`config.mk`:
```
export PLATFORM = sky130hd
export DESIGN_NAME = modular_exponentiation_unit_flat
export DESIGN_NICKNAME = d
export VERILOG_FILES = /design/src/design/mexp_pkg.sv /design/src/design/mexp_if.sv /design/src/design/modular_exponentiation_unit.sv /design/src/design/mexp_modmul.sv /design/src/design/mexp_datapath.sv /design/src/design/mexp_ctrl.sv /design/src/flat_wrapper.sv
export SDC_FILE = /design/constraint.sdc
export NUM_CORES = 2
export LEC_CHECK = 0
export ABC_CLOCK_PERIOD_IN_PS = 12200
export BUFFER_PORTS_ARGS = -buffer_cell sky130_fd_sc_hd__buf_4
export CAP_MARGIN = 20
export CORE_MARGIN = 3
export CORE_UTILIZATION = 55
export DETAILED_ROUTE_END_ITERATION = 16
export GPL_TIMING_DRIVEN = 0
export PLACE_DENSITY = 0.71
export SYNTH_ARGS = -nofsm -noshare
export SYNTH_HDL_FRONTEND = slang
export SYNTH_SLANG_ARGS = --single-unit
export TNS_END_PERCENT = 5
```
`constraint.sdc`:
```
create_clock -name clk_i -period 12.2 [get_ports clk_i]
set_input_delay 1.83 -clock clk_i [delete_from_list [all_inputs] [get_ports clk_i]]
set_output_delay 1.83 -clock clk_i [all_outputs]
set_load 0.03 [all_outputs]
```
`src/design/mexp_pkg.sv`:
```
// Shared types, constants and control structs for the modular exponentiation unit.
// No dependencies.
package mexp_pkg;

  localparam int EXP_BITS = 32;
  localparam int CNT_W    = $clog2(EXP_BITS + 1);
  localparam int RES_W    = 30;
  localparam int POW_W    = 32;

  typedef logic [RES_W-1:0] residue_t;
  typedef logic [POW_W-1:0] power_t;
  typedef logic [EXP_BITS-1:0] exp_t;
  typedef logic [CNT_W-1:0] cnt_t;

  // 1e9 + 7 and floor(2^60 / (1e9 + 7)) for Barrett reduction
  localparam residue_t PRIME_MOD = 30'd1000000007;
  localparam logic [30:0] BARRETT_M = 31'd1152921496;

  typedef struct packed {
    logic load;
    logic mul_start;
    logic mul_base;
    logic shift;
    logic out_load;
  } mexp_cmd_t;

  typedef struct packed {
    logic mul_done;
    logic exp_bit;
    logic last_bit;
  } mexp_sts_t;

endpackage

```
`src/design/mexp_if.sv`:
```
// Valid/ready channel interfaces for operands and results.
// Depends on mexp_pkg.
interface mexp_in_if;
  import mexp_pkg::*;

  logic     valid;
  logic     ready;
  residue_t base_value;
  power_t   power;

  modport source (output valid, output base_value, output power, input ready);
  modport sink (input valid, input base_value, input power, output ready);
endinterface

interface mexp_out_if;
  import mexp_pkg::*;

  logic     valid;
  logic     ready;
  residue_t residue;

  modport source (output valid, output residue, input ready);
  modport sink (input valid, input residue, output ready);
endinterface

```
`src/design/modular_exponentiation_unit.sv`:
```
// Top level: base^power mod 1e9+7 by MSB-first square-and-multiply.
// Depends on mexp_pkg, mexp_if, mexp_ctrl, mexp_datapath.
//
//   channel  dir  payload                               transaction when
//   in_i     in   base_value[29:0], power[31:0]         valid && ready
//   out_o    out  residue[29:0]                         valid && ready
//
// The result turns valid once every exponent bit has been squared and, where set,
// multiplied; the next input can be taken as soon as the result turns valid. The
// shared five-stage Barrett multiplier serves every square and multiply.
// Reset is asynchronous, active low, and clears the controller and multiplier valids.
// Result sits in an output register; the next input is taken while it waits,
// and only the hand-off of a new result stalls on a full output register.
module modular_exponentiation_unit (
  input  logic              clk_i,
  input  logic              rst_ni,
  mexp_in_if.sink           in_i,
  mexp_out_if.source        out_o
);
  import mexp_pkg::*;

  mexp_cmd_t cmd;
  mexp_sts_t sts;

  mexp_ctrl u_ctrl (
    .clk_i       (clk_i),
    .rst_ni      (rst_ni),
    .in_valid_i  (in_i.valid),
    .in_ready_o  (in_i.ready),
    .out_valid_o (out_o.valid),
    .out_ready_i (out_o.ready),
    .sts_i       (sts),
    .cmd_o       (cmd)
  );

  mexp_datapath u_datapath (
    .clk_i        (clk_i),
    .rst_ni       (rst_ni),
    .cmd_i        (cmd),
    .sts_o        (sts),
    .base_value_i (in_i.base_value),
    .power_i      (in_i.power),
    .residue_o    (out_o.residue)
  );

endmodule

```
`src/design/mexp_modmul.sv`:
```
// Pipelined modular multiplier mod 1e9+7, Barrett reduction.
// Depends on mexp_pkg.
module mexp_modmul (
  input  logic               clk_i,
  input  logic               rst_ni,
  input  logic               start_i,
  input  mexp_pkg::residue_t a_i,
  input  mexp_pkg::residue_t b_i,
  output logic               done_o,
  output mexp_pkg::residue_t result_o
);
  import mexp_pkg::*;

  localparam int LAT = 5;
  localparam logic [31:0] P1 = {2'b00, PRIME_MOD};
  localparam logic [31:0] P2 = {1'b0, PRIME_MOD, 1'b0};

  logic [LAT-1:0] vld_q, vld_d;
  logic [59:0] prod_q, prod_d;
  logic [61:0] q2_q, q2_d;
  logic [31:0] xlo2_q, xlo3_q;
  logic [60:0] q3p_full;
  logic [31:0] q3p_q;
  logic [31:0] r_q, r_d;
  logic [31:0] fin_d;
  residue_t    res_q;

  assign vld_d    = {vld_q[LAT-2:0], start_i};
  assign prod_d   = a_i * b_i;
  assign q2_d     = prod_q[59:29] * BARRETT_M;
  assign q3p_full = q2_q[61:31] * PRIME_MOD;
  assign r_d      = xlo3_q - q3p_q;

  always_comb begin
    if (r_q >= P2) begin
      fin_d = r_q - P2;
    end else if (r_q >= P1) begin
      fin_d = r_q - P1;
    end else begin
      fin_d = r_q;
    end
  end

  always_ff @(posedge clk_i or negedge rst_ni) begin
    if (!rst_ni) begin
      vld_q <= '0;
    end else begin
      vld_q <= vld_d;
    end
  end

  always_ff @(posedge clk_i) begin
    prod_q <= prod_d;
    q2_q   <= q2_d;
    xlo2_q <= prod_q[31:0];
    q3p_q  <= q3p_full[31:0];
    xlo3_q <= xlo2_q;
    r_q    <= r_d;
    res_q  <= fin_d[RES_W-1:0];
  end

  assign done_o   = vld_q[LAT-1];
  assign result_o = res_q;

endmodule

```
`src/design/mexp_datapath.sv`:
```
// Datapath: base, accumulator, exponent shifter, bit counter, result register.
// Depends on mexp_pkg and mexp_modmul.
module mexp_datapath (
  input  logic                clk_i,
  input  logic                rst_ni,
  input  mexp_pkg::mexp_cmd_t cmd_i,
  output mexp_pkg::mexp_sts_t sts_o,
  input  mexp_pkg::residue_t  base_value_i,
  input  mexp_pkg::power_t    power_i,
  output mexp_pkg::residue_t  residue_o
);
  import mexp_pkg::*;

  residue_t base_q, base_d;
  residue_t acc_q, acc_d;
  exp_t     exp_q, exp_d;
  cnt_t     cnt_q, cnt_d;
  residue_t res_q, res_d;
  residue_t mm_b;
  residue_t mm_res;
  logic     mm_done;

  assign mm_b = cmd_i.mul_base ? base_q : acc_q;

  mexp_modmul u_modmul (
    .clk_i    (clk_i),
    .rst_ni   (rst_ni),
    .start_i  (cmd_i.mul_start),
    .a_i      (acc_q),
    .b_i      (mm_b),
    .done_o   (mm_done),
    .result_o (mm_res)
  );

  always_comb begin
    base_d = base_q;
    acc_d  = acc_q;
    exp_d  = exp_q;
    cnt_d  = cnt_q;
    res_d  = res_q;
    if (cmd_i.load) begin
      base_d = (base_value_i >= PRIME_MOD) ? base_value_i - PRIME_MOD : base_value_i;
      acc_d  = RES_W'(1);
      exp_d  = EXP_BITS'(power_i);
      cnt_d  = CNT_W'(EXP_BITS);
    end
    if (mm_done) begin
      acc_d = mm_res;
    end
    if (cmd_i.shift) begin
      exp_d = exp_q << 1;
      cnt_d = cnt_q - CNT_W'(1);
    end
    if (cmd_i.out_load) begin
      res_d = acc_q;
    end
  end

  always_ff @(posedge clk_i) begin
    base_q <= base_d;
    acc_q  <= acc_d;
    exp_q  <= exp_d;
    cnt_q  <= cnt_d;
    res_q  <= res_d;
  end

  assign sts_o.mul_done = mm_done;
  assign sts_o.exp_bit  = exp_q[EXP_BITS-1];
  assign sts_o.last_bit = (cnt_q == CNT_W'(1));
  assign residue_o      = res_q;

endmodule

```
`src/design/mexp_ctrl.sv`:
```
// Controller FSM sequencing square and multiply steps over the exponent bits.
// Depends on mexp_pkg.
module mexp_ctrl (
  input  logic                clk_i,
  input  logic                rst_ni,
  input  logic                in_valid_i,
  output logic                in_ready_o,
  output logic                out_valid_o,
  input  logic                out_ready_i,
  input  mexp_pkg::mexp_sts_t sts_i,
  output mexp_pkg::mexp_cmd_t cmd_o
);
  import mexp_pkg::*;

  localparam logic [2:0] ST_IDLE = 3'd0;
  localparam logic [2:0] ST_SQ   = 3'd1;
  localparam logic [2:0] ST_SQW  = 3'd2;
  localparam logic [2:0] ST_MU   = 3'd3;
  localparam logic [2:0] ST_MUW  = 3'd4;
  localparam logic [2:0] ST_NEXT = 3'd5;
  localparam logic [2:0] ST_FIN  = 3'd6;

  logic [2:0] state_q, state_d;
  logic       ovld_q, ovld_d;

  always_comb begin
    state_d = state_q;
    ovld_d  = ovld_q;
    cmd_o   = '0;
    in_ready_o = 1'b0;
    if (ovld_q && out_ready_i) begin
      ovld_d = 1'b0;
    end
    case (state_q)
      ST_IDLE: begin
        in_ready_o = 1'b1;
        if (in_valid_i) begin
          cmd_o.load = 1'b1;
          state_d    = ST_SQ;
        end
      end
      ST_SQ: begin
        cmd_o.mul_start = 1'b1;
        state_d         = ST_SQW;
      end
      ST_SQW: begin
        if (sts_i.mul_done) begin
          state_d = sts_i.exp_bit ? ST_MU : ST_NEXT;
        end
      end
      ST_MU: begin
        cmd_o.mul_start = 1'b1;
        cmd_o.mul_base  = 1'b1;
        state_d         = ST_MUW;
      end
      ST_MUW: begin
        if (sts_i.mul_done) begin
          state_d = ST_NEXT;
        end
      end
      ST_NEXT: begin
        if (sts_i.last_bit) begin
          state_d = ST_FIN;
        end else begin
          cmd_o.shift = 1'b1;
          state_d     = ST_SQ;
        end
      end
      ST_FIN: begin
        if (!ovld_q || out_ready_i) begin
          cmd_o.out_load = 1'b1;
          ovld_d         = 1'b1;
          state_d        = ST_IDLE;
        end
      end
      default: begin
        state_d = ST_IDLE;
      end
    endcase
  end

  always_ff @(posedge clk_i or negedge rst_ni) begin
    if (!rst_ni) begin
      state_q <= ST_IDLE;
      ovld_q  <= 1'b0;
    end else begin
      state_q <= state_d;
      ovld_q  <= ovld_d;
    end
  end

  assign out_valid_o = ovld_q;

endmodule
```
`src/flat_wrapper.sv`:
```
// flat-port wrapper written by rule: the top's interface ports become plain ports
module modular_exponentiation_unit_flat import mexp_pkg::*;
  (clk_i, rst_ni, in_i_valid, in_i_base_value, in_i_power, in_i_ready, out_o_valid, out_o_residue, out_o_ready);
  mexp_in_if in_i_i ();
  mexp_out_if out_o_i ();
  input  logic clk_i;
  input  logic rst_ni;
  input wire logic [$bits(in_i_i.valid)-1:0] in_i_valid;
  input wire logic [$bits(in_i_i.base_value)-1:0] in_i_base_value;
  input wire logic [$bits(in_i_i.power)-1:0] in_i_power;
  output wire logic [$bits(in_i_i.ready)-1:0] in_i_ready;
  output wire logic [$bits(out_o_i.valid)-1:0] out_o_valid;
  output wire logic [$bits(out_o_i.residue)-1:0] out_o_residue;
  input wire logic [$bits(out_o_i.ready)-1:0] out_o_ready;
  assign in_i_i.valid = in_i_valid;
  assign in_i_i.base_value = in_i_base_value;
  assign in_i_i.power = in_i_power;
  assign in_i_ready = in_i_i.ready;
  assign out_o_valid = out_o_i.valid;
  assign out_o_residue = out_o_i.residue;
  assign out_o_i.ready = out_o_ready;
  modular_exponentiation_unit u_core (.clk_i(clk_i), .rst_ni(rst_ni), .in_i(in_i_i), .out_o(out_o_i));
endmodule
```
==> flow_summary.toml <==
[logic_synthesis]
synth_top_area_cell = "fa_1"
syn-num-nets = 8441
syn-instance-count = 6352
synth_area_leaders = "fa_1 (39%), ha_1 (16%), inv_1 (8.8%), dfxtp_1 (7.9%), edfxtp_1 (6.0%)"
synth-edff-count = 127
ys_async_sr_fraction_pct = 2.33
synth_ff_type = "dfxtp_1"
synth_top_area_share_pct = 38.7
ys_seq_area_share_pct = 14.3
syn_area_mm2 = 0.0633
synth_warnings = 0
yosysUniqueCellTypes = 82
ys_seq_elements = 386
syn_avg_cell_area_um2 = 9.97

[timing]
drv_slew = 0
hold_viol_final = 0
worst_pin_slew_ps = 1290
min_period_ps = 12060
relSlewSlack_pct = 14.2
fmax_ghz = 0.0829
tns_ps = 0
layout_setup_ws_ps = 140
rsz0062_at_grt = "false"
setup_viol = 0
fin_crit_sh_pct = 98.8
timing.hold.ws_ps = 327
skew_ps = 52.6

[floorplanning]
fp-row-count = 123
die_w_um = 345
die-area_mm2 = 0.119
coreArea_mm2 = 0.113
die_h_um = 345
io_pins = 98
start_util_pct = 55.8

[worst_setup_path]
slowest_delay_ps = 820
r2r_slack_ps = 140
slowest_stage = "a311oi_1"
cp_top_family = "adder cells"
critPathArrivalTime_ps = 12610
cpMostUsedCell = "fa_1"
crit_path_end_kind = "flop"
worstPathRequired_ps = 12750
cp-start-kind = "flop"
crit_fanout = 10
critPathBufInv = 7
critical_path_class = "reg -> reg"

[global_route]
grtUsageTotal_pct = 34.5
grt_max_degree = 38
grt_pass1_wl_mm = 304
grt_pass1_vias = 48648
antenna_found_initial = 25
overflow = 0

[routing]
vias = 45962
drc = 0
drt-initial-drc-count = 4071
wl_mm = 203
wl_per_cell_um = 25.2
viasPerCell = 5.71
firstDrtPassIters = 6
postRouteAntennaNets = 0

[run_status]
outcome = "finished clean"

[final_layout]
final_cells = 8051
final_cell_mix = "inv_1 (1480), fa_1 (1224), ha_1 (799)"
drive_gt1_share_pct = 3.64
nets = 8595
final_common_cell = "inv_1"
areaGrowthSynthToFinish_pct = 6.89

[place]
place_hpwl_mm = 169
place_congestion = 1.07
dp_cells = 7956
portBuffers = 96
dp_slack_ps = 345

[clock_network]
clk_latency_ps = 640
htreeDepth = 2
clkSinkCount = 386
cts_setup_buffers = 0
clk_pin_slew_ps = 70
clock_path_buffers = 3
cts_buffers = 44
root_buffer = "clkbuf_16"
cts_tree = "built"

[flow_run]
drv_cap = 0

[min_path]
hold_class = "reg -> reg"
==> flip-flops by register name (all words and copies together) (netlist names), 31 cells and up <==
register and count:
u_core.u_datapath.u_modmul.q2_q 31, u_core.u_datapath.u_modmul.prod_q 60, u_core.u_datapath.u_modmul.xlo3_q 32, u_core.u_datapath.u_modmul.q3p_q 32, u_core.u_datapath.exp_q 32, u_core.u_datapath.u_modmul.r_q 32, u_core.u_datapath.u_modmul.xlo2_q 32
==> path summary, 6_finish.rpt <==
| check | endpoint | cells past startpoint | start |
|---|---|---|---|
| worst max-delay path | u_core.u_datapath.u_modmul.prod_q[49] | 29 | u_core.u_ctrl.state_q[0] |
| worst max register to register | u_core.u_datapath.u_modmul.prod_q[49] | 29 | u_core.u_ctrl.state_q[0] |
| worst min-delay path | u_core.u_datapath.u_modmul.xlo3_q[9] | 0 | u_core.u_datapath.u_modmul.xlo2_q[9] |
| min in group asynchronous | u_core.u_ctrl.state_q[1] | 1 | rst_ni |
| max in group asynchronous | u_core.u_datapath.u_modmul.vld_q[4] | 1 | rst_ni |
| worst min register to register | u_core.u_datapath.u_modmul.xlo3_q[9] | 0 | u_core.u_datapath.u_modmul.xlo2_q[9] |
==> layout make-up <==
type | instances | area [µm²]
Tap cell | 1500 | 1880
Multi-Input combinational cell | 4255 | 47800
Timing Repair Buffer | 108 | 883
Clock buffer | 47 | 1140
Clock inverter | 35 | 418
Inverter | 1480 | 5560
Antenna cell | 9 | 22.5
Sequential cell | 386 | 9040
Fill cell | 9802 | 45800
Buffer | 231 | 887
==> synthesized netlist by cell type (all sizes together) (6+ instances only) <==
library cell,number
nand4,23
a31oi,20
o21bai,29
xor2,64
o211ai,11
o21ai,133
buf,6
nand2,477
nor2b,98
clkbuf,225
a21oi,180
a21o,65
nor4,16
mux2,27
o41ai,6
o21a,42
edfxtp,127
a21boi,6
nor3,30
inv,1480
a22o,32
and3,18
a211oi,21
nand3,47
dfxtp,250
nand2b,22
dfrtp,9
xnor2,161
and2,466
fa,1224
a211o,6
or3,9
ha,799
nor2,115
o31ai,9
==> stage by stage <==
step / area, µm² / util (%)
after CTS: 67600 / 59.6
final: 67700 / 59.7
after global placement: 65900 / 58.1
after detailed placement: 66000 / 58.2
after floorplan: 63300 / -
after global routing: 67700 / 59.6
==> logic make-up after synthesis <==
kind of cell	after synthesis	share of synthesized area, %
mux	32	0.559
flops	386	14.3
buf+inv	1711	10.2
simple gates	1350	10.9
fa+ha+maj	2023	54.5
xor+xnor	225	3.11
compound gates	625	6.46
==> timing repair <==
item / 4_1_cts / 5_1_grt
setup endpoints to repair: 0 / 4
hold buffers: 0 / 0
gates resized for setup: 0 / 10
==> layer usage <==
| layer | share of wire, % | global-route usage (%) | routed length (µm) |
|---|---|---|---|
| met3 | 12 | 11.0 | 24600 |
| met5 | 0.037 | 0.160 | 74 |
| met4 | 5.9 | 16.2 | 11900 |
| met2 | 42 | 50.8 | 85800 |
| met1 | 40 | 46.4 | 80300 |
Power is not shown: default switching activity piles up to over one toggle a cycle in this logic, so the estimate is an artifact.
